### config.mk
export PLATFORM = sky130hd
export DESIGN_NAME = sensor_health_arm_gate_flat
export DESIGN_NICKNAME = d
export VERILOG_FILES = /design/src/hw/rtl/shag_pkg.sv /design/src/hw/rtl/shag_if.sv /design/src/hw/rtl/shag_cfg.sv /design/src/hw/rtl/shag_core.sv /design/src/hw/rtl/sensor_health_arm_gate.sv /design/src/flat_wrapper.sv
export SDC_FILE = /design/constraint.sdc
export NUM_CORES = 1
export LEC_CHECK = 0
export BUFFER_PORTS_ARGS = -buffer_cell sky130_fd_sc_hd__buf_2
export CAP_MARGIN = 40
export CORE_AREA = 2 2 188 190
export CTS_BUF_LIST = sky130_fd_sc_hd__clkbuf_16
export DETAILED_ROUTE_END_ITERATION = 6
export DIE_AREA = 0 0 190 192
export PLACE_DENSITY = 0.56
export SLEW_MARGIN = 30
export SYNTH_ARGS = -nofsm -noshare
export SYNTH_HDL_FRONTEND = slang
export SYNTH_SLANG_ARGS = --single-unit
export TNS_END_PERCENT = 50
### constraint.sdc
create_clock -name clk -period 13.3 [get_ports clk]
set_clock_uncertainty 0.15 [all_clocks]
set_input_delay 1.995 -clock clk [delete_from_list [all_inputs] [get_ports clk]]
set_output_delay 1.995 -clock clk [all_outputs]
set_load 0.02 [all_outputs]
### src/hw/rtl/shag_pkg.sv
// ----------------------------------------------------------------------------
// shag_pkg
// Types and constants shared by the sensor health and arm gate block.
// ----------------------------------------------------------------------------
package shag_pkg;

	// One update tick as it arrives on the input channel.
	typedef struct packed {
		logic [31:0] time_ms;
		logic        imu_good;
		logic        mag_good;
		logic        baro_good;
		logic        fusion_good;
		logic        calibrated_flag;
		logic        radio_link_good;
		logic [15:0] throttle_us;
		logic [15:0] arm_switch_us;
		logic        optical_needed;
		logic        optical_good;
		logic [7:0]  arm_state;
	} tick_t;

	// One status word as it leaves on the output channel.
	typedef struct packed {
		logic [4:0]  fault_bits;
		logic        instant_good;
		logic        sensors_good;
		logic        preflight_ok;
		logic [2:0]  block_reason;
		logic [31:0] drop_total;
		logic        buzzer_on;
	} status_t;

	// Configuration register set.
	typedef struct packed {
		logic [3:0]  good_streak_limit;
		logic [3:0]  fail_streak_limit;
		logic [15:0] throttle_arm_max;
		logic [15:0] arm_switch_min;
		logic [15:0] beep_phase_ms;
	} cfg_t;

	localparam int unsigned CFG_INDEX_BITS = 3;
	localparam int unsigned CFG_DATA_BITS  = 16;

	typedef enum logic [CFG_INDEX_BITS-1:0] {
		CFG_GOOD_LIMIT   = 3'd0,
		CFG_FAIL_LIMIT   = 3'd1,
		CFG_THROTTLE_MAX = 3'd2,
		CFG_SWITCH_MIN   = 3'd3,
		CFG_BEEP_PHASE   = 3'd4
	} cfg_index_t;

	localparam logic [3:0]  RST_GOOD_LIMIT   = 4'd3;
	localparam logic [3:0]  RST_FAIL_LIMIT   = 4'd3;
	localparam logic [15:0] RST_THROTTLE_MAX = 16'd1150;
	localparam logic [15:0] RST_SWITCH_MIN   = 16'd1500;
	localparam logic [15:0] RST_BEEP_PHASE   = 16'd100;

	typedef enum logic [2:0] {
		REASON_READY    = 3'd0,
		REASON_SENSORS  = 3'd1,
		REASON_THROTTLE = 3'd2,
		REASON_SWITCH   = 3'd3,
		REASON_LINK     = 3'd4,
		REASON_OPTICAL  = 3'd5
	} block_reason_t;

	// A beep is one on phase followed by one off phase.
	localparam logic [1:0] BEEP_PHASES = 2'd2;

endpackage

### src/hw/rtl/shag_if.sv
// ----------------------------------------------------------------------------
// shag_if
// Valid/ready channels carrying update ticks in and status words out.
// ----------------------------------------------------------------------------
interface shag_tick_if
	import shag_pkg::*;
();
	logic  valid;
	logic  ready;
	tick_t data;

	modport source (output valid, output data, input ready);
	modport sink (input valid, input data, output ready);
	modport monitor (input valid, input data, input ready);
endinterface

interface shag_status_if
	import shag_pkg::*;
();
	logic    valid;
	logic    ready;
	status_t data;

	modport source (output valid, output data, input ready);
	modport sink (input valid, input data, output ready);
	modport monitor (input valid, input data, input ready);
endinterface

### src/hw/rtl/shag_cfg.sv
// ----------------------------------------------------------------------------
// shag_cfg
// Configuration register file with a plain indexed write port.
// ----------------------------------------------------------------------------
module shag_cfg
	import shag_pkg::*;
(
	input  logic                      clk,
	input  logic                      arst_n,
	input  logic                      cfg_we,
	input  logic [CFG_INDEX_BITS-1:0] cfg_index,
	input  logic [CFG_DATA_BITS-1:0]  cfg_data,
	output cfg_t                      cfg
);

	cfg_t cfg_q;

	always_ff @(posedge clk or negedge arst_n) begin
		if (!arst_n) begin
			cfg_q.good_streak_limit <= RST_GOOD_LIMIT;
			cfg_q.fail_streak_limit <= RST_FAIL_LIMIT;
			cfg_q.throttle_arm_max  <= RST_THROTTLE_MAX;
			cfg_q.arm_switch_min    <= RST_SWITCH_MIN;
			cfg_q.beep_phase_ms     <= RST_BEEP_PHASE;
		end else if (cfg_we) begin
			case (cfg_index)
				CFG_GOOD_LIMIT:   cfg_q.good_streak_limit <= cfg_data[3:0];
				CFG_FAIL_LIMIT:   cfg_q.fail_streak_limit <= cfg_data[3:0];
				CFG_THROTTLE_MAX: cfg_q.throttle_arm_max  <= cfg_data;
				CFG_SWITCH_MIN:   cfg_q.arm_switch_min    <= cfg_data;
				CFG_BEEP_PHASE:   cfg_q.beep_phase_ms     <= cfg_data;
				default: ;
			endcase
		end
	end

	assign cfg = cfg_q;

endmodule

### src/hw/rtl/shag_core.sv
// ----------------------------------------------------------------------------
// shag_core
// Health debounce, arm gating and beep sequencer state for one tick.
// ----------------------------------------------------------------------------
module shag_core
	import shag_pkg::*;
#(
	parameter int unsigned TIME_BITS  = 32,
	parameter int unsigned PULSE_BITS = 16
) (
	input  logic    clk,
	input  logic    arst_n,
	input  cfg_t    cfg,
	input  tick_t   item,
	input  logic    fire,
	output status_t result
);

	logic [3:0]           good_run_q;
	logic [3:0]           fail_run_q;
	logic                 healthy_q;
	logic [31:0]          drop_q;
	logic [7:0]           prev_arm_q;
	logic [TIME_BITS-1:0] phase_start_q;
	logic [1:0]           phases_left_q;
	logic                 buzz_q;

	logic [3:0]           good_run_d;
	logic [3:0]           fail_run_d;
	logic                 healthy_d;
	logic [31:0]          drop_d;
	logic [TIME_BITS-1:0] phase_start_d;
	logic [1:0]           phases_left_d;
	logic                 buzz_d;

	logic [4:0]           faults;
	logic                 ok;
	logic [3:0]           good_inc;
	logic [3:0]           fail_inc;
	logic [TIME_BITS-1:0] now;
	logic [TIME_BITS-1:0] elapsed;
	logic [PULSE_BITS-1:0] throttle;
	logic [PULSE_BITS-1:0] arm_sw;
	logic                 arm_change;
	logic                 preflight;
	block_reason_t        reason;

	assign now      = TIME_BITS'(item.time_ms);
	assign throttle = PULSE_BITS'(item.throttle_us);
	assign arm_sw   = PULSE_BITS'(item.arm_switch_us);

	assign faults = ~{item.calibrated_flag, item.fusion_good, item.baro_good,
		item.mag_good, item.imu_good};
	assign ok = (faults == 5'd0);

	// The runs stop at their limit, so the increment never wraps.
	assign good_inc = (good_run_q < cfg.good_streak_limit) ? good_run_q + 4'd1 : good_run_q;
	assign fail_inc = (fail_run_q < cfg.fail_streak_limit) ? fail_run_q + 4'd1 : fail_run_q;

	always_comb begin
		good_run_d = good_run_q;
		fail_run_d = fail_run_q;
		healthy_d  = healthy_q;
		drop_d     = drop_q;
		if (ok) begin
			fail_run_d = 4'd0;
			good_run_d = good_inc;
			if (good_inc >= cfg.good_streak_limit) begin
				healthy_d = 1'b1;
			end
		end else begin
			good_run_d = 4'd0;
			fail_run_d = fail_inc;
			if (fail_inc >= cfg.fail_streak_limit) begin
				healthy_d = 1'b0;
				drop_d    = drop_q + 32'(healthy_q);
			end
		end
	end

	assign preflight = healthy_d && item.radio_link_good && item.calibrated_flag
		&& item.fusion_good;

	always_comb begin
		if (!healthy_d) begin
			reason = REASON_SENSORS;
		end else if (!item.radio_link_good) begin
			reason = REASON_LINK;
		end else if (16'(throttle) >= cfg.throttle_arm_max) begin
			reason = REASON_THROTTLE;
		end else if (16'(arm_sw) <= cfg.arm_switch_min) begin
			reason = REASON_SWITCH;
		end else if (item.optical_needed && !item.optical_good) begin
			reason = REASON_OPTICAL;
		end else begin
			reason = REASON_READY;
		end
	end

	// A new arm code restarts the sequence with the buzzer on; the phase that
	// has just started may end on the same tick if the phase length is zero.
	assign arm_change = (item.arm_state != prev_arm_q);
	assign elapsed    = now - phase_start_q;

	always_comb begin
		phase_start_d = phase_start_q;
		phases_left_d = phases_left_q;
		buzz_d        = buzz_q;
		if (arm_change) begin
			phase_start_d = now;
			phases_left_d = BEEP_PHASES;
			buzz_d        = 1'b1;
			if (cfg.beep_phase_ms == 16'd0) begin
				phases_left_d = BEEP_PHASES - 2'd1;
				buzz_d        = 1'b0;
			end
		end else if (phases_left_q != 2'd0) begin
			if (elapsed >= TIME_BITS'(cfg.beep_phase_ms)) begin
				phase_start_d = now;
				phases_left_d = phases_left_q - 2'd1;
				buzz_d        = (phases_left_q == 2'd1) ? 1'b0 : !buzz_q;
			end
		end
	end

	always_ff @(posedge clk or negedge arst_n) begin
		if (!arst_n) begin
			good_run_q    <= '0;
			fail_run_q    <= '0;
			healthy_q     <= 1'b0;
			drop_q        <= '0;
			prev_arm_q    <= '0;
			phase_start_q <= '0;
			phases_left_q <= '0;
			buzz_q        <= 1'b0;
		end else if (fire) begin
			good_run_q    <= good_run_d;
			fail_run_q    <= fail_run_d;
			healthy_q     <= healthy_d;
			drop_q        <= drop_d;
			prev_arm_q    <= item.arm_state;
			phase_start_q <= phase_start_d;
			phases_left_q <= phases_left_d;
			buzz_q        <= buzz_d;
		end
	end

	always_comb begin
		result.fault_bits   = faults;
		result.instant_good = ok;
		result.sensors_good = healthy_d;
		result.preflight_ok = preflight;
		result.block_reason = reason;
		result.drop_total   = drop_d;
		result.buzzer_on    = buzz_d;
	end

endmodule

### src/hw/rtl/sensor_health_arm_gate.sv
// ----------------------------------------------------------------------------
// sensor_health_arm_gate
// Per-tick sensor health debounce, arm gating and arm-change beep sequencer.
// ----------------------------------------------------------------------------
// The block takes one update tick per clock cycle while the status output is
// not stalled and returns exactly one status word per tick, in order. A tick
// in the input register is evaluated against the stored health and buzzer
// state, and its status word moves to the output register once that register
// is empty or its word is being collected. While a finished status word waits
// to be collected, a new tick is taken only if the input register is empty.
// Configuration writes are taken at any time but should only be made while
// no tick is in flight.
// ----------------------------------------------------------------------------
module sensor_health_arm_gate
	import shag_pkg::*;
#(
	parameter int unsigned TIME_BITS  = 32,
	parameter int unsigned PULSE_BITS = 16
) (
	input  logic                      clk,
	input  logic                      arst_n,
	input  logic                      cfg_we,
	input  logic [CFG_INDEX_BITS-1:0] cfg_index,
	input  logic [CFG_DATA_BITS-1:0]  cfg_data,
	shag_tick_if.sink                 tick,
	shag_status_if.source             status
);

	cfg_t    cfg;
	tick_t   item_s1;
	logic    valid_s1;
	status_t result;
	status_t status_q;
	logic    status_valid_q;
	logic    advance;
	logic    fire;

	shag_cfg u_cfg (
		.clk       (clk),
		.arst_n    (arst_n),
		.cfg_we    (cfg_we),
		.cfg_index (cfg_index),
		.cfg_data  (cfg_data),
		.cfg       (cfg)
	);

	shag_core #(
		.TIME_BITS  (TIME_BITS),
		.PULSE_BITS (PULSE_BITS)
	) u_core (
		.clk    (clk),
		.arst_n (arst_n),
		.cfg    (cfg),
		.item   (item_s1),
		.fire   (fire),
		.result (result)
	);

	assign advance    = !status_valid_q || status.ready;
	assign fire       = valid_s1 && advance;
	assign tick.ready = !valid_s1 || advance;

	always_ff @(posedge clk or negedge arst_n) begin
		if (!arst_n) begin
			valid_s1       <= 1'b0;
			status_valid_q <= 1'b0;
		end else begin
			if (tick.ready) begin
				valid_s1 <= tick.valid;
			end
			if (advance) begin
				status_valid_q <= valid_s1;
			end
		end
	end

	always_ff @(posedge clk) begin
		if (tick.valid && tick.ready) begin
			item_s1 <= tick.data;
		end
		if (fire) begin
			status_q <= result;
		end
	end

	assign status.valid = status_valid_q;
	assign status.data  = status_q;

endmodule

### src/flat_wrapper.sv
// flat-port wrapper written by rule: the top's interface ports become plain ports
module sensor_health_arm_gate_flat import shag_pkg::*;
#(
	parameter int unsigned TIME_BITS  = 32,
	parameter int unsigned PULSE_BITS = 16
)
  (clk, arst_n, cfg_we, cfg_index, cfg_data, tick_valid, tick_data, tick_ready, status_valid, status_data, status_ready);
  shag_tick_if tick_i ();
  shag_status_if status_i ();
  input  logic clk;
  input  logic arst_n;
  input  logic cfg_we;
  input  logic [CFG_INDEX_BITS-1:0] cfg_index;
  input  logic [CFG_DATA_BITS-1:0] cfg_data;
  input wire logic [$bits(tick_i.valid)-1:0] tick_valid;
  input wire logic [$bits(tick_i.data)-1:0] tick_data;
  output wire logic [$bits(tick_i.ready)-1:0] tick_ready;
  output wire logic [$bits(status_i.valid)-1:0] status_valid;
  output wire logic [$bits(status_i.data)-1:0] status_data;
  input wire logic [$bits(status_i.ready)-1:0] status_ready;
  assign tick_i.valid = tick_valid;
  assign tick_i.data = tick_data;
  assign tick_ready = tick_i.ready;
  assign status_valid = status_i.valid;
  assign status_data = status_i.data;
  assign status_i.ready = status_ready;
  sensor_health_arm_gate #(.TIME_BITS(TIME_BITS), .PULSE_BITS(PULSE_BITS)) u_core (.clk(clk), .arst_n(arst_n), .cfg_we(cfg_we), .cfg_index(cfg_index), .cfg_data(cfg_data), .tick(tick_i), .status(status_i));
endmodule
* Word level (Yosys, flattened, before mapping) *
Cells that the tools add are included.

word-level totals
  output and inout bits = 46
  input bits = 104
  word-level logic and storage cells = 104
  register bits after elaboration = 266

operators by class
  reductions and logical operators = 25
  eq/ne operators = 6
  $add $sub $neg = 5
  bitwise logic cells = 1
  multiplexer cells = 25
  magnitude comparators = 7

operators by type and width
  cell                 number
  $mux 32              5
  $add 32x1->32        1
  $ge 32x16->1         1
  $sub 32x32->32       1
  $ge 16x16->1         1
  $le 16x16->1         1
  $logic_not 16->1     1
  $mux 4               4
  $mux 3               4
  $reduce_and 2->1     6
  $add 4x1->4 const B  2
  $ge 4x4->1           2
  $lt 4x4->1           2
  $mux 1               8
  $mux 2               4
  $ne 8x8->1           1
  $eq 3x2->1 const B   2
  $logic_and 1x1->1    6
  $reduce_bool 2->1    3
  $logic_not 5->1      1
  $not 5->5            1
  $logic_not 1->1      4
  $eq 3x1->1 const B   1
  $eq 3x3->1 const B   1
  other kinds (5)      6

* Longest topological paths before layout *
Gate-level depths: netlist (run 1).

  word-level depth = 8
  mapped depth = 21
  mapped depth without buffers = 20

* Modules after synthesis *
Synthesis (run 1) repeated with hierarchy kept, for this count alone.

unflattened totals
  cell total of the unflattened synthesis = 1182
  area total of the unflattened synthesis = 14049.7 µm²

modules (own cells, without submodules)
  module                  seq. area each (µm²)  cells each  instances  area an instance (µm²)
  shag_core               2102.0                928         1          8021.4
  sensor_health_arm_gate  3773.6                132         1          3827.4
  shag_cfg                1427.6                122         1          2200.9

* Least setup slack after synthesis (run 1) *
Ideal clock, no wire load.

  path kind = register to register
  start = reg u_core.u_core.phase_start_q[1]
  end = reg u_core.u_core.phase_start_q[25]
  data required time = 13025 ps
  arrival = 4890 ps
  clock period less this slack = 5166 ps
  setup slack = 8134 ps
  path buffers = 1
  setup time = 125 ps
  cell stages (with the launch flop) = 21
  path through = dfrtp_1 > inv_1 > ha_1 > nor2b_1 > o211ai_1 > a21oi_2 > a311oi_4 > o221a_2 > xnor2_1 > ha_1 > and4_1 > nand2_1 > nor2_1 > a2111oi_0 > nand4_1 > or4_1 > or4_1 > o21ba_2 > o21ai_4 > buf_8 > mux2_4

on the way
  longest elaborated chain between the ends = 4

ends and longest elaborated chain
  what                         RTL line          text
  from (decl)                  shag_core.sv:24   logic [TIME_BITS-1:0] phase_start_q;
  from (signal assigned)       shag_core.sv:142  phase_start_q <= phase_start_d;
  $sub 32x32->32               shag_core.sv:103  assign elapsed = now - phase_start_q;
  $ge 32x16->1                 shag_core.sv:118  if (elapsed >= TIME_BITS'(cfg.beep_phase_ms)) begin
  $reduce_bool 2->1 (no line)  --
  $reduce_and 3->1 (no line)   --

No other way between the ends.
A chain may end at the register's enable or synchronous reset.

* Final worst setup path (run 1) *
  start = reg u_core.u_core.phase_start_q[1]
  end = reg u_core.u_core.phase_start_q[31]

The elaborated chain is that of the path after synthesis.

==> results, run 1 <==
- The detail route stage leaves a number of antenna-violating nets equal to 0.
- The effective utilization at floorplan is 0.399.
- Averaged over all synthesized cells, the footprint is 11.3 sq um.
- The flop-to-flop setup slack is 7.44 ns.
- The power share of the sequential group is 0.416.
- The width of the chip is 190 um.
- The number of global-route vias before repair is 9134.
- In this run the clock root is driven by a sky130_fd_sc_hd__clkbuf_16.
- The first detailed-routing pass ran for 5 iterations.
- The post-route cell area is 0.0160 sq mm.
- The area of the core is 0.0343 sq mm.
- During I/O placement, the number of pins put on the boundary was 150.
- In the routed design, unresolved DRC markers number 0.
- Leaving out fill and tap cells, the most frequent cell in the layout is sky130_fd_sc_hd__nand2_1.
- The leakage power of the design is 7.25 nW.
- By startpoint and endpoint, the worst setup path is classified as flip-flop to flip-flop.
- The fraction of layout cells with a size suffix above 1 is 0.210.
- The final-report setup violation count is 0.
- The floorplan die area is 0.0365 sq mm.
- The maximum fanout along the worst path is 35.
- The share of total power dissipated in the clock network is 0.328.
- The worst-skew pair later-pin latency is 0.58 ns.
- The initial antenna violation count is 0.
- Setup repair after global routing left no endpoint under its margin.
- The per-cell via count in the routed design is 4.96.
- The share of the clock period used by the worst path is 0.440.
- For this run, the number of Yosys warnings is 0.
- The mean routed wirelength per cell is 15.4 um.
- The biggest area consumer among synthesized cells is sky130_fd_sc_hd__edfxtp_1.
- The number of DRC markers in iteration 0 is 445.
- The slew at the pin with the worst max-slew slack is 0.648 ns.
- Data on the critical path arrives at its endpoint at 6.17 ns.
- The area overhead of the layout relative to synthesis is 16.7%.
- The area share of the largest cell type after synthesis is 0.272.
- The internal portion of the total power is 1.70 mW.
- The post-synthesis net count is 1418.
- The switching power is 0.738 mW.
- The vertical die dimension is 192 um.
- STA classifies the critical path endpoint as a flip-flop.
- For this run the aggregate overflow at the end of global routing stands at 0.
- The flop and latch count out of synthesis is 266.
- Entering global routing, the biggest net connects 85 pins.
- The vias after detailed routing is 9195.
- The first global-routing pass estimated 46900 um of wire.
- The maximum resistive drop on vdd is 0.0951 mV.
- The floorplan has 68 rows.
- The number of hold buffers added after CTS is 0.
- After clock tree synthesis, the repair step resized 0 gates.
- Yosys mapped the design onto 70 distinct sky130hd cell types.
- The max-slew violation total from the final report is 0.
- The total routing usage reported by global routing is 0.160.
- The run finished with clean final reports.
- TritonCTS built the clock tree.
- In this run, synthesis inferred 124 flip-flops with an integrated enable.
- Timing would allow up to 171 MHz.
- The CTS clock-pin slew for the worst setup and hold paths is 0.06 ns.
- The tree built by TritonCTS fans out to 266 sinks.
- The final period demand of the worst path is 5.86 ns.
- The combinational group share of total power is 0.255.
- Of the total power, the share spent switching nets is 0.302.
- For this run, the leading register cell type out of synthesis is sky130_fd_sc_hd__edfxtp_1.
- The worst pin sits at a relative slew slack of 0.557.
- The final-layout setup total negative slack is 0 ns.
- The number of hold violations in the final report is 0.
- Counting the buffers created by CTS gives 31.
- The congestion estimate from routability-driven global placement came to 0.894.
- Ranked by total cell area, the synthesized netlist is headed by sky130_fd_sc_hd__edfxtp_1 27%, sky130_fd_sc_hd__dfrtp_1 22%, sky130_fd_sc_hd__ha_1 9.1%.
- In this run the cell area measured after placement is 0.0149 sq mm.
- The post-synthesis async set-or-reset flop share is 0.534.
- The share of the Yosys chip area taken by registers is 0.534.
- The total detailed-routing wirelength is 28600 um.
- The estimated wirelength of the detail-placed design is 20400 um.
- The synthesized netlist cell count is 1214.
- The CTS H-tree depth is 1.
- Across the run, the number of max-cap violations was 0.
- The fill cell total of the finished layout is 3251.
- 0 antenna diodes ended up in the layout.
- The maximum buffer depth of the clock tree is 3.
- The post-synth design cell area is 0.0137 sq mm.
- STA classifies the critical path startpoint as a flip-flop.
- Power spread over the standard cell area amounts to 153 mW/mm^2.
- The data required time at the worst endpoint is 13.61 ns.
- During placement, the flow inserted port buffers numbering 149.
- The number of nets at the end of the flow is 1579.
- The number of buffers added for setup after CTS is 0.
- The top cell types in the final layout, fill and taps aside, are 156 x sky130_fd_sc_hd__nand2_1, 148 x sky130_fd_sc_hd__buf_2, 124 x sky130_fd_sc_hd__edfxtp_1.
- The kind of path behind the tightest hold check is flip-flop to flip-flop.
-- logic make-up (layout without fill, tap and decap cells) --
kind of cell             Yosys count  count (layout)  share of synthesized area
AO/OA/AOI/OAI                    218             218                      0.103
AND/OR/NAND/NOR                  343             343                      0.116
XOR/XNOR                          93              93                     0.0595
flip-flops                       266             266                      0.534
multiplexers                      58              58                     0.0546
buffers and inverters            136             322                     0.0411
adder cells (fa/ha/maj)          100             100                     0.0920
-- critical path, stage by stage (launching register included) --
cell and delay (ns):
sky130_fd_sc_hd__dfrtp_1 0.37, sky130_fd_sc_hd__inv_1 0.07, sky130_fd_sc_hd__ha_1 0.29, sky130_fd_sc_hd__nor2b_1 0.15, sky130_fd_sc_hd__o211ai_1 0.31, sky130_fd_sc_hd__a21oi_2 0.17
sky130_fd_sc_hd__a311oi_4 0.48, sky130_fd_sc_hd__o221a_2 0.28, sky130_fd_sc_hd__xnor2_1 0.12, sky130_fd_sc_hd__ha_1 0.26, sky130_fd_sc_hd__and4_1 0.19, sky130_fd_sc_hd__nand2_1 0.08
sky130_fd_sc_hd__nor2_1 0.05, sky130_fd_sc_hd__a2111oi_0 0.40, sky130_fd_sc_hd__nand4_1 0.12, sky130_fd_sc_hd__or4_1 0.50, sky130_fd_sc_hd__or4_1 0.43, sky130_fd_sc_hd__o21ba_2 0.27
sky130_fd_sc_hd__o21ai_4 0.11, sky130_fd_sc_hd__buf_4 0.52, sky130_fd_sc_hd__mux2_2 0.40
-- area by class of cell --
class,instances,area (sq um),area share
well taps,455,569,0.0357
inverters,103,387,0.0242
clock inverters,27,188,0.0118
repair buffers,161,915,0.0573
multi-input cells,812,5820,0.365
clock buffers,31,776,0.0486
flip-flops and latches,266,7300,0.458
-- per-stage QoR --
step	instances	setup slack, ns	utilization	power (mW)	hold slack [ns]
2_1_floorplan	1214	8.13	-	1.49	0.307
3_3_place_gp	1792	7.59	0.434	1.64	0.316
3_5_place_dp	1793	7.44	0.435	1.65	0.335
4_1_cts	1851	7.38	0.463	2.47	0.345
5_1_grt	1855	7.03	0.465	2.61	0.359
6_report	1855	7.44	0.465	2.44	0.337
-- cell usage after synthesis (4+ instances only) --
library cell / count
sky130_fd_sc_hd__nand2_1: 156
sky130_fd_sc_hd__nor3_1: 17
sky130_fd_sc_hd__and3_1: 9
sky130_fd_sc_hd__and2_1: 4
sky130_fd_sc_hd__ha_1: 99
sky130_fd_sc_hd__a211o_1: 6
sky130_fd_sc_hd__nand4_1: 20
sky130_fd_sc_hd__xor2_1: 37
sky130_fd_sc_hd__a211oi_1: 6
sky130_fd_sc_hd__a31oi_1: 4
sky130_fd_sc_hd__mux2_2: 29
sky130_fd_sc_hd__dfstp_2: 21
sky130_fd_sc_hd__o21ai_0: 70
sky130_fd_sc_hd__nand2b_1: 12
sky130_fd_sc_hd__o2111ai_1: 5
sky130_fd_sc_hd__nor2_1: 61
sky130_fd_sc_hd__mux2_4: 26
sky130_fd_sc_hd__a21oi_1: 48
sky130_fd_sc_hd__and4_1: 6
sky130_fd_sc_hd__or4_1: 6
sky130_fd_sc_hd__or3_1: 5
sky130_fd_sc_hd__o21a_1: 11
sky130_fd_sc_hd__nor2b_1: 5
sky130_fd_sc_hd__xnor2_1: 56
sky130_fd_sc_hd__nand3_1: 26
sky130_fd_sc_hd__clkbuf_1: 22
sky130_fd_sc_hd__dfrtp_1: 121
sky130_fd_sc_hd__a21o_1: 24
sky130_fd_sc_hd__nor4_1: 5
sky130_fd_sc_hd__o22ai_1: 5
sky130_fd_sc_hd__o31ai_1: 4
sky130_fd_sc_hd__edfxtp_1: 124
sky130_fd_sc_hd__inv_1: 102
sky130_fd_sc_hd__o211ai_1: 7
-- state kept, by name, summed over array words and instances, names as in the netlist --
register	count
u_core.valid_s1	1
u_core.u_core.phases_left_q	2
u_core.u_core.phase_start_q	32
u_core.item_s1	80
u_core.u_core.good_run_q	4
u_core.u_core.prev_arm_q	8
u_core.u_core.fail_run_q	4
u_core.u_core.buzz_q	1
u_core.u_core.healthy_q	1
u_core.status.valid	1
u_core.u_cfg.cfg	56
u_core.u_core.drop_q	32
u_core.status.data	44
-- path summary, 6_finish.rpt --
path,to,from,cells past startpoint
max,u_core.u_core.phase_start_q[31]$_DFFE_PN0P_,u_core.u_core.phase_start_q[1]$_DFFE_PN0P_,20
min,u_core.status.valid$_DFFE_PN0P_,u_core.valid_s1$_DFFE_PN0N_,1
max reg2reg,u_core.u_core.phase_start_q[31]$_DFFE_PN0P_,u_core.u_core.phase_start_q[1]$_DFFE_PN0P_,20
min reg2reg,u_core.status.valid$_DFFE_PN0P_,u_core.valid_s1$_DFFE_PN0N_,1
max in group asynchronous,u_core.u_core.phase_start_q[22]$_DFFE_PN0P_,arst_n,3
min in group asynchronous,u_core.u_core.drop_q[7]$_DFFE_PN0P_,arst_n,1
-- power by group through the flow --
stage,sequential [mW],combinational [mW],clock (mW)
global placement,1.03,0.609,0
floorplan,1.03,0.454,0
finish,1.02,0.622,0.801
CTS,1.02,0.627,0.829
global route,1.03,0.717,0.868
detailed placement,1.03,0.623,0
-- layer usage --
| metal | GRT usage | wire length (um) | up-vias |
|---|---|---|---|
| met5 | 0 | 0 | - |
| met4 | 0.0498 | 645 | 0 |
| met3 | 0.0247 | 1230 | 38 |
| met2 | 0.268 | 13300 | 169 |
| met1 | 0.214 | 13400 | 4371 |
| li1 | - | - | 4617 |
Power figures use the tool's default switching activity.
==> inputs of run 2 (changes only) <==
ABC_AREA = 1   (was not set)
CORE_AREA = 2 2 193 195   (was 2 2 188 190)
DIE_AREA = 0 0 195 197   (was 0 0 190 192)
PLACE_DENSITY = 0.57   (was 0.56)
clock period = 4.8 ns   (was 13.3 ns; I/O delays follow)
==> results, run 2 <==
- The data required time at the worst endpoint is 5.08 ns (-8.53 ns).
- By startpoint and endpoint, the worst setup path is classified as flip-flop to flip-flop.
- The total area of sequential cells came to 0.00730 sq mm (unchanged).
- The area overhead of the layout relative to synthesis is 15.9%.
- The fraction of layout cells with a size suffix above 1 is 0.138 (-0.0715).
- The distinct cell type count of the synthesized netlist is 43 (-39%).
- The mean routed wirelength per cell is 13.5 um (-12%).
- The number of DRC markers in iteration 0 is 541 (+22%).
- The flip-flop count of the largest register, all copies and words added is 80 (unchanged).
- The pin count of the biggest net entering global routing is 138 (+62%).
- The portion of the post-synthesis area used by sequential elements is 0.509 (-0.0245).
- The filler-free cell count of the finished design is 2317 (+25%).
- The total placed cells including tap cells is 2261 (+26%).
- The biggest area consumer among synthesized cells is sky130_fd_sc_hd__edfxtp_1.
- The kind of path behind the tightest hold check is input pin to flip-flop.
- The post-synth design cell area is 0.0143 sq mm (+4.8%).
- The number of nets at the end of the flow was 2030 (+29%).
- The switching power is 2.86 mW (+290%).
- The number of cells traversed by the worst register-to-register path is 23 (+15%).
- The achievable frequency is 237 MHz (+39%).
- The final worst hold slack is 0.167 ns (-0.170 ns).
- The overflow left after global routing is 0 (unchanged).
- The fill cell total of the finished layout is 3574 (+9.9%).
- The width of the chip is 195 um (+2.6%).
- The worst setup slack after placement came to 0.529 ns (-6.91 ns).
- The area share of the largest cell type after synthesis is 0.260 (-0.0125).
- The total clock sinks was 266 (unchanged).
- By area the synthesized netlist is led by sky130_fd_sc_hd__edfxtp_1 26%, sky130_fd_sc_hd__dfrtp_1 21%, sky130_fd_sc_hd__nand2_1 12%.
- Setup repair after global routing left no endpoint under its margin.
- The worst-skew pair later-pin latency came to 0.57 ns (about the same).
- The leakage power of the design is 8.36 nW (+15%).
- The area of the core came to 0.0363 sq mm (+5.8%).
- The synthesized netlist cell count is 1662 (+37%).
- The number of nets with antenna violations after routing was 0 (unchanged).
- The share of the clock period used by the worst path is 0.881 (+0.440).
- The antenna diode instance count is 0 (unchanged).
- The arrival time at the worst endpoint was 4.51 ns (-1.66 ns).
- The final-layout setup total negative slack is 0 ns (unchanged).
- The weighted congestion reported at the end of routability-driven placement came to 0.882 (-1.4%).
- The max-slew violation total from the final report came to 0 (unchanged).
- The footprint of the multi-input gates is 0.00572 sq mm (-1.8%).
- The count of input and output buffers is 149 (unchanged).
- TritonCTS built the clock tree.
- The count of pins on the block boundary is 150 (unchanged).
- The estimated wirelength of the detail-placed design is 23700 um (+16%).
- The setup slack of the critical path after layout was 0.573 ns (-6.87 ns).
- In the post-synthesis netlist, the cell with the most instances is sky130_fd_sc_hd__nand2_1.
- The vias after detailed routing came to 10800 (+17%).
- The average size of a mapped cell was 8.63 sq um (-23%).
- The global-route wire length before repair was 51500 um (+9.9%).
- The flop and latch count out of synthesis is 266 (unchanged).
- The post-synthesis net count is 1866 (+32%).
- The effective utilization at floorplan is 0.395 (-0.00358).
- The hold path startpoint is tick_data[59].
- The number of flops mapped to enable cells by yosys was 124 (unchanged).
- The flop-to-flop setup slack is 0.57 ns (-6.87 ns).
- The per-cell via count in the routed design is 4.65 (-6.2%).
- The total clock buffers created by CTS is 29 (-6.5%).
- The count of unresolved DRC violations after routing is 0 (unchanged).
- The initial antenna violation count came to 0 (unchanged).
- The vertical die dimension is 197 um (+2.6%).
- Ranked by instance count, the synthesized netlist is headed by 475 x sky130_fd_sc_hd__nand2_1, 313 x sky130_fd_sc_hd__inv_1, 124 x sky130_fd_sc_hd__edfxtp_1.
- The number of detailed-route iterations in the first pass came to 5 (unchanged).
- The warning count from the yosys run is 0 (unchanged).
- The final-report setup violation count is 0 (unchanged).
- The number of hold violations in the final report came to 0 (unchanged).
- The floorplan die area is 0.0384 sq mm (+5.3%).
- The worst hold path stage count is 1 (unchanged).
- The type of destination of the critical path is a flip-flop.
- The top cell types in the final layout, fill and taps aside, are 475 x sky130_fd_sc_hd__nand2_1, 313 x sky130_fd_sc_hd__inv_1, 148 x sky130_fd_sc_hd__buf_2.
- The total routing usage reported by global routing is 0.165 (+0.00502).
- The placed cell area is 0.0156 sq mm (+4.8%).
- The part of the power in the clock network is 0.284 (-0.044).
- The combinational group share of total power is 0.329 (+0.074).
- The max-capacitance violation count is 0 (unchanged).
- The leading register cell type out of synthesis is sky130_fd_sc_hd__edfxtp_1.
- The number of global-route vias before repair is 10500 (+15%).
- The worst setup path is launched from a flip-flop.
- The power share of the sequential group is 0.387 (-0.029).
- The post-synthesis async set-or-reset flop share is 0.534 (unchanged).
- The register ranked first by flip-flop count is u_core.item_s1.
- The design internal power was 5.15 mW (+200%).
- The root buffer cell is sky130_fd_sc_hd__clkbuf_16.
- The CTS clock-pin slew for the worst setup and hold paths was 0.07 ns (about the same).
- The maximum fanout along the worst path is 8 (-77%).
- The final period demand of the worst path is 4.23 ns (-1.63 ns).
- The worst register-to-register path ends at u_core.u_core.drop_q[25]$_DFFE_PN0P_.
- The power per cell area is 482 mW/mm^2 (+220%).
- The run finished with clean final reports.
- The reg-to-reg critical path startpoint is u_core.u_cfg.cfg[49]$_DFFE_PN1P_.
- The number of placement rows is 70 (+2.9%).
- The fraction of power spent switching nets came to 0.358 (+0.0552).
- The total detailed-routing wirelength came to 31400 um (+9.9%).
- The overall power is 8.01 mW (+230%).
- The tightest slew margin relative to the limit is 0.467 (-0.0897).
- The slew at the pin with the worst max-slew slack is 0.799 ns (+0.151 ns).
- The most common cell after layout, fill and taps aside is sky130_fd_sc_hd__nand2_1.
- The post-route cell area is 0.0166 sq mm (+4.1%).
- The utilization after layout is 0.458 (-0.00730).
- The CTS H-tree depth is 1 (unchanged).
- The end point of the worst hold path is u_core.item_s1[59]$_DFFE_PP_.
- The maximum buffer depth of the clock tree is 3 (unchanged).
- The maximum resistive drop on vdd is 0.269 mV (+180%).
==> run 2: changes by cell type after synthesis, sizes merged, moves of 12 or more <==
cell	change
a21o	-24
a21oi	+19
inv	+210
mux2	-55
nand2	+325
nand2b	-12
nand3	+26
nor2	+55
o21ai	+26
xnor2	-48
==> run 2: what timing repair did <==
| action | in CTS | in global routing |
|---|---|---|
| hold buffers | 1 | 0 |
| resized for setup | 0 | 0 |
| buffers inserted | 0 | 0 |
| hold endpoints to repair | 5 | 0 |
| endpoints found under the setup margin | 0 | 0 |
==> run 2: cells by family (layout without fill, tap and decap cells) <==
| logic type | after synthesis | count (layout) | share of synthesized area |
|---|---|---|---|
| AO/OA/AOI/OAI | 191 | 191 | 0.0737 |
| AND/OR/NAND/NOR | 710 | 710 | 0.203 |
| buffers and inverters | 339 | 526 | 0.0919 |
| flip-flops | 266 | 266 | 0.509 |
| adder cells (fa/ha/maj) | 100 | 100 | 0.0878 |
| XOR/XNOR | 56 | 56 | 0.0342 |
==> run 2: how the worst max path moves through the flow <==
stage / start / to / slack, ns / cells after the start
2_1_floorplan: u_core.u_cfg.cfg[49]$_DFFE_PN1P_ / u_core.status.data[26]$_DFFE_PP_ / 1.06 / 21
3_3_place_gp: u_core.u_cfg.cfg[49]$_DFFE_PN1P_ / u_core.u_core.drop_q[25]$_DFFE_PN0P_ / 0.62 / 23
3_5_place_dp: u_core.u_cfg.cfg[49]$_DFFE_PN1P_ / u_core.u_core.drop_q[25]$_DFFE_PN0P_ / 0.53 / 23
4_1_cts: u_core.u_cfg.cfg[49]$_DFFE_PN1P_ / u_core.u_core.drop_q[25]$_DFFE_PN0P_ / 0.53 / 23
5_1_grt: u_core.u_cfg.cfg[49]$_DFFE_PN1P_ / u_core.u_core.drop_q[25]$_DFFE_PN0P_ / 0.06 / 23
6_report: u_core.u_cfg.cfg[49]$_DFFE_PN1P_ / u_core.u_core.drop_q[25]$_DFFE_PN0P_ / 0.57 / 23
==> run 2: per-layer routing <==
| metal | wire, um | vias up | track usage |
|---|---|---|---|
| met5 | 0 | - | 0 |
| met4 | 680 | 0 | 0.0486 |
| met3 | 1140 | 39 | 0.0212 |
| met2 | 15000 | 165 | 0.290 |
| met1 | 14500 | 4967 | 0.214 |
| li1 | - | 5606 | - |
==> run 2: cell type report <==
type,count,area share
sequential,266,0.440
clock inverter,23,0.0122
inverter,313,0.0709
tap,468,0.0352
clock buffer,31,0.0467
multi-input combinational,1057,0.344
timing repair buffer,159,0.0512
==> run 2: power groups by stage <==
stage / Sequential, mW / Combinational, mW / Clock (mW)
final: 3.10 / 2.64 / 2.27
after global routing: 3.16 / 3.05 / 2.45
after CTS: 3.10 / 2.67 / 2.35
after detailed placement: 3.14 / 2.65 / 0
after global placement: 3.13 / 2.58 / 0
after floorplan: 3.19 / 1.87 / 0
==> run 2: critical path, stage by stage, from the launching register on <==
cell and delay [ns]:
sky130_fd_sc_hd__dfstp_2 0.53, sky130_fd_sc_hd__inv_1 0.05, sky130_fd_sc_hd__ha_1 0.28, sky130_fd_sc_hd__a21boi_0 0.12, sky130_fd_sc_hd__o211ai_1 0.17, sky130_fd_sc_hd__nand2_1 0.15
sky130_fd_sc_hd__nor4_1 0.25, sky130_fd_sc_hd__xor2_1 0.22, sky130_fd_sc_hd__inv_1 0.07, sky130_fd_sc_hd__ha_1 0.31, sky130_fd_sc_hd__nand4_1 0.10, sky130_fd_sc_hd__nand3_1 0.09
sky130_fd_sc_hd__nand2_1 0.11, sky130_fd_sc_hd__inv_1 0.21, sky130_fd_sc_hd__nand3_1 0.19, sky130_fd_sc_hd__inv_1 0.11, sky130_fd_sc_hd__nand2_1 0.09, sky130_fd_sc_hd__nor2_1 0.20
sky130_fd_sc_hd__nand3_1 0.14, sky130_fd_sc_hd__nor2_1 0.17, sky130_fd_sc_hd__nand2_1 0.08, sky130_fd_sc_hd__xor2_1 0.15, sky130_fd_sc_hd__nand2_1 0.05, sky130_fd_sc_hd__o21ai_0 0.08
==> inputs of run 3 (changes only) <==
ABC_AREA = not set   (was 1)
CORE_AREA = 2 2 188 190   (was 2 2 193 195)
DIE_AREA = 0 0 190 192   (was 0 0 195 197)
PLACE_DENSITY = 0.58   (was 0.57)
==> results, run 3 (synthesis gave the netlist of run 1 again) <==
- The checks that failed: setup timing.
- The pin count of the biggest net entering global routing is 56 (-59%).
- In the layout the commonest cells are 155 x sky130_fd_sc_hd__nand2_1, 148 x sky130_fd_sc_hd__buf_2, 124 x sky130_fd_sc_hd__edfxtp_1.
- The utilization after layout is 0.491 (+0.0329).
- The achievable frequency is 201 MHz (-15%).
- The antenna diode instance count was 0 (unchanged).
- The number of cells traversed by the worst register-to-register path is 20 (-13%).
- The count of pins on the block boundary is 150 (unchanged).
- The cell with the largest stage delay on the worst path is sky130_fd_sc_hd__or4_1.
- In this run the most critical hold path is launched from tick_data[34].
- The flop-to-flop setup slack is -0.18 ns (-0.75 ns).
- The number of hold violations in the final report is 0 (unchanged).
- Traced cell by cell, the critical path runs through ha_4 > fa_2 > nor2b_4 > o211ai_1 > a21oi_2 > o211a_1 > nor2_1 > xnor2_1 > ha_1 > and4_4 > buf_4 > a21oi_1 > o2111ai_1 > or4_1 > or4_4 > o21ba_4 > o21ai_4 > buf_6 > buf_16 > mux2_4.
- The data required time at the worst endpoint is 5.11 ns (+0.03 ns).
- The arrival time at the worst endpoint came to 5.29 ns (+0.78 ns).
- In this run the critical register-to-register path is launched from u_core.u_core.phase_start_q[0]$_DFFE_PN0P_.
- The width of the chip is 190 um (-2.6%).
- The floorplan die area was 0.0365 sq mm (-5.0%).
- The endpoint identified for the worst register-to-register timing path is u_core.u_core.phase_start_q[25]$_DFFE_PN0P_.
- The number of global-route vias before repair is 9601 (-8.4%).
- The max-slew violation total from the final report is 0 (unchanged).
- The number of buffers and inverters on the critical path is 3 (-1).
- The number of detailed-route iterations in the first pass was 5 (unchanged).
- The weighted congestion reported at the end of routability-driven placement is 0.856 (-2.9%).
- The CTS tree is yes.
- The power share of the sequential group is 0.392 (+0.005).
- The worst hold path stage count is 1 (unchanged).
- Setup repair after global routing could not meet its margin everywhere.
- The final-report setup violation count was 36 (+36).
- The setup slack of the critical path after layout is -0.178 ns (-0.751 ns).
- The total clock buffers created by CTS came to 31 (+6.9%).
- The run finished, with violations left.
- Grouping stages by cell kind, the critical path spends the most delay in simple AND/OR/NAND/NOR gates.
- The end point of the worst hold path is u_core.item_s1[34]$_DFFE_PP_.
- The vias after detailed routing came to 9578 (-11%).
- The max-capacitance violation count is 0 (unchanged).
- The count of unresolved DRC violations after routing was 0 (unchanged).
- The leakage power of the design is 7.72 nW (-7.7%).
- The maximum fanout along the worst path was 8 (unchanged).
- The per-cell via count in the routed design is 4.97 (+6.8%).
- The maximum buffer depth of the clock tree is 3 (unchanged).
- The most common cell after layout, fill and taps aside is sky130_fd_sc_hd__nand2_1.
- The total clock sinks was 266 (unchanged).
- The total detailed-routing wirelength was 30200 um (-3.9%).
- The global-route wire length before repair is 48900 um (-5.1%).
- The area of the core came to 0.0343 sq mm (-5.4%).
- The number of DRC markers in iteration 0 is 570 (+5.4%).
- The vertical die dimension is 192 um (-2.5%).
- The fraction of power spent switching nets is 0.303 (-0.0542).
- The effective utilization at floorplan was 0.399 (+0.00358).
- The CTS clock-pin slew for the worst setup and hold paths was 0.06 ns (about the same).
- The worst setup path is captured at a flip-flop.
- The fraction of layout cells with a size suffix above 1 is 0.275 (+0.136).
- The estimated wirelength of the detail-placed design is 21500 um (-9.7%).
- The total routing usage reported by global routing is 0.168 (+0.00277).
- The root buffer cell is sky130_fd_sc_hd__clkbuf_16.
- The worst setup slack after placement is -0.418 ns (-0.947 ns).
- The switching power is 2.18 mW (-24%).
- The number of nets at the end of the flow is 1652 (-19%).
- The slew at the pin with the worst max-slew slack is 0.822 ns (+0.0236 ns).
- The min-delay analysis places its worst path in the category input pin to flip-flop.
- The CTS H-tree depth is 1 (unchanged).
- The number of placement rows is 68 (-2.9%).
- The overflow left after global routing is 0 (unchanged).
- The final period demand of the worst path is 4.98 ns (+0.751 ns).
- The share of the clock period used by the worst path is 1.04 (+0.157).
- The maximum resistive drop on vdd is 0.294 mV (+9.4%).
- The mean routed wirelength per cell is 15.6 um (+15%).
- The combinational group share of total power was 0.289 (-0.040).
- The delay of the slowest critical-path stage is 0.54 ns (about the same).
- The number of nets with antenna violations after routing is 0 (unchanged).
- The design internal power is 5.00 mW (-2.8%).
- The worst-skew pair later-pin latency was 0.57 ns (about the same).
- The part of the power in the clock network is 0.319 (+0.035).
- The class of the most critical setup path is flip-flop to flip-flop.
- The tightest slew margin relative to the limit came to 0.446 (-0.0215).
- The initial antenna violation count was 0 (unchanged).
- The flip-flop count of the largest register, all copies and words added was 80 (unchanged).
- The count of input and output buffers is 149 (unchanged).
- The area overhead of the layout relative to synthesis is 23.1%.
- The sort of element at the start of the critical path is a flip-flop.
- The register with the most flip-flops in the final layout is u_core.item_s1.
- The power per cell area was 427 mW/mm^2 (-12%).
run 3: cell types whose count changed in the layout (fill, tap and decap cells not counted), moves of 31 or more:
cell	delta
sky130_fd_sc_hd__buf_4	+66
sky130_fd_sc_hd__inv_1	-210
sky130_fd_sc_hd__mux2_4	+31
sky130_fd_sc_hd__nand2_1	-320
sky130_fd_sc_hd__nor2_1	-54
sky130_fd_sc_hd__xnor2_1	+47
run 3: timing repair:
| action | CTS | global route |
|---|---|---|
| hold endpoints to repair | 53 | 0 |
| endpoints found under the setup margin | 36 | 40 |
| pin swaps | 13 | 21 |
| buffers inserted | 14 | 4 |
| hold buffers | 1 | 0 |
| cloned | 3 | 0 |
| resized for setup | 19 | 39 |
run 3: how the worst max path moves through the flow:
| stage | endpoint | cells past startpoint | start |
|---|---|---|---|
| 3_5_place_dp | u_core.u_core.phase_start_q[31]$_DFFE_PN0P_ | 20 | u_core.u_core.phase_start_q[0]$_DFFE_PN0P_ |
| 5_1_grt | u_core.u_core.phase_start_q[28]$_DFFE_PN0P_ | 22 | u_core.item_s1[48]$_DFFE_PP_ |
| 2_1_floorplan | u_core.u_core.phase_start_q[25]$_DFFE_PN0P_ | 20 | u_core.u_core.phase_start_q[1]$_DFFE_PN0P_ |
| 4_1_cts | u_core.u_core.phase_start_q[25]$_DFFE_PN0P_ | 20 | u_core.item_s1[49]$_DFFE_PP_ |
| 3_3_place_gp | u_core.u_core.phase_start_q[31]$_DFFE_PN0P_ | 20 | u_core.u_core.phase_start_q[0]$_DFFE_PN0P_ |
| 6_report | u_core.u_core.phase_start_q[25]$_DFFE_PN0P_ | 20 | u_core.u_core.phase_start_q[0]$_DFFE_PN0P_ |
run 3: power groups by stage:
stage	clock, mW	sequential (mW)	combinational (mW)
after global routing	2.47	2.85	2.33
after detailed placement	0	2.86	1.91
after CTS	2.38	2.82	1.98
final	2.29	2.82	2.07
after global placement	0	2.85	1.87
after floorplan	0	2.86	1.27
run 3: worst register-to-register path, cell delays in order (launching register included):
cell and delay [ns]:
sky130_fd_sc_hd__dfrtp_1 0.41, sky130_fd_sc_hd__ha_4 0.18, sky130_fd_sc_hd__fa_2 0.37, sky130_fd_sc_hd__nor2b_4 0.13, sky130_fd_sc_hd__o211ai_1 0.14, sky130_fd_sc_hd__a21oi_2 0.21, sky130_fd_sc_hd__o211a_1 0.20, sky130_fd_sc_hd__nor2_1 0.06
sky130_fd_sc_hd__xnor2_1 0.13, sky130_fd_sc_hd__ha_1 0.33, sky130_fd_sc_hd__and4_4 0.20, sky130_fd_sc_hd__buf_4 0.13, sky130_fd_sc_hd__a21oi_1 0.11, sky130_fd_sc_hd__o2111ai_1 0.11, sky130_fd_sc_hd__or4_1 0.54, sky130_fd_sc_hd__or4_4 0.44
sky130_fd_sc_hd__o21ba_4 0.22, sky130_fd_sc_hd__o21ai_4 0.17, sky130_fd_sc_hd__buf_6 0.18, sky130_fd_sc_hd__buf_16 0.15, sky130_fd_sc_hd__mux2_4 0.30
run 3: stage by stage:
step           setup TNS [ns]  hold WS (ns)  instances  instance area [sq um]  total power [mW]
2_1_floorplan           -6.42         0.274       1214                  13700              4.13
6_report                -5.05         0.169       1928                  16800              7.18
5_1_grt                -10.91         0.143       1928                  16800              7.64
3_3_place_gp            -7.98         0.316       1848                  15400              4.72
3_5_place_dp           -12.91         0.325       1848                  15400              4.77
4_1_cts                 -6.81         0.128       1924                  16600              7.18
run 3: metal layers:
| metal | vias up | GRT usage | part of all wire |
|---|---|---|---|
| met3 | 52 | 0.0217 | 0.038 |
| met5 | - | 0 | 0 |
| met2 | 195 | 0.285 | 0.47 |
| met1 | 4583 | 0.224 | 0.46 |
| li1 | 4748 | - | - |
| met4 | 0 | 0.0525 | 0.025 |
run 3: layout make-up:
| type | instances | area, sq um |
|---|---|---|
| fillers | 3178 | 17400 |
| flip-flops and latches | 266 | 7300 |
| multi-input cells | 812 | 6050 |
| repair buffers | 234 | 1530 |
| clock buffers | 31 | 776 |
| well taps | 455 | 569 |
| inverters | 103 | 389 |
| clock inverters | 27 | 225 |
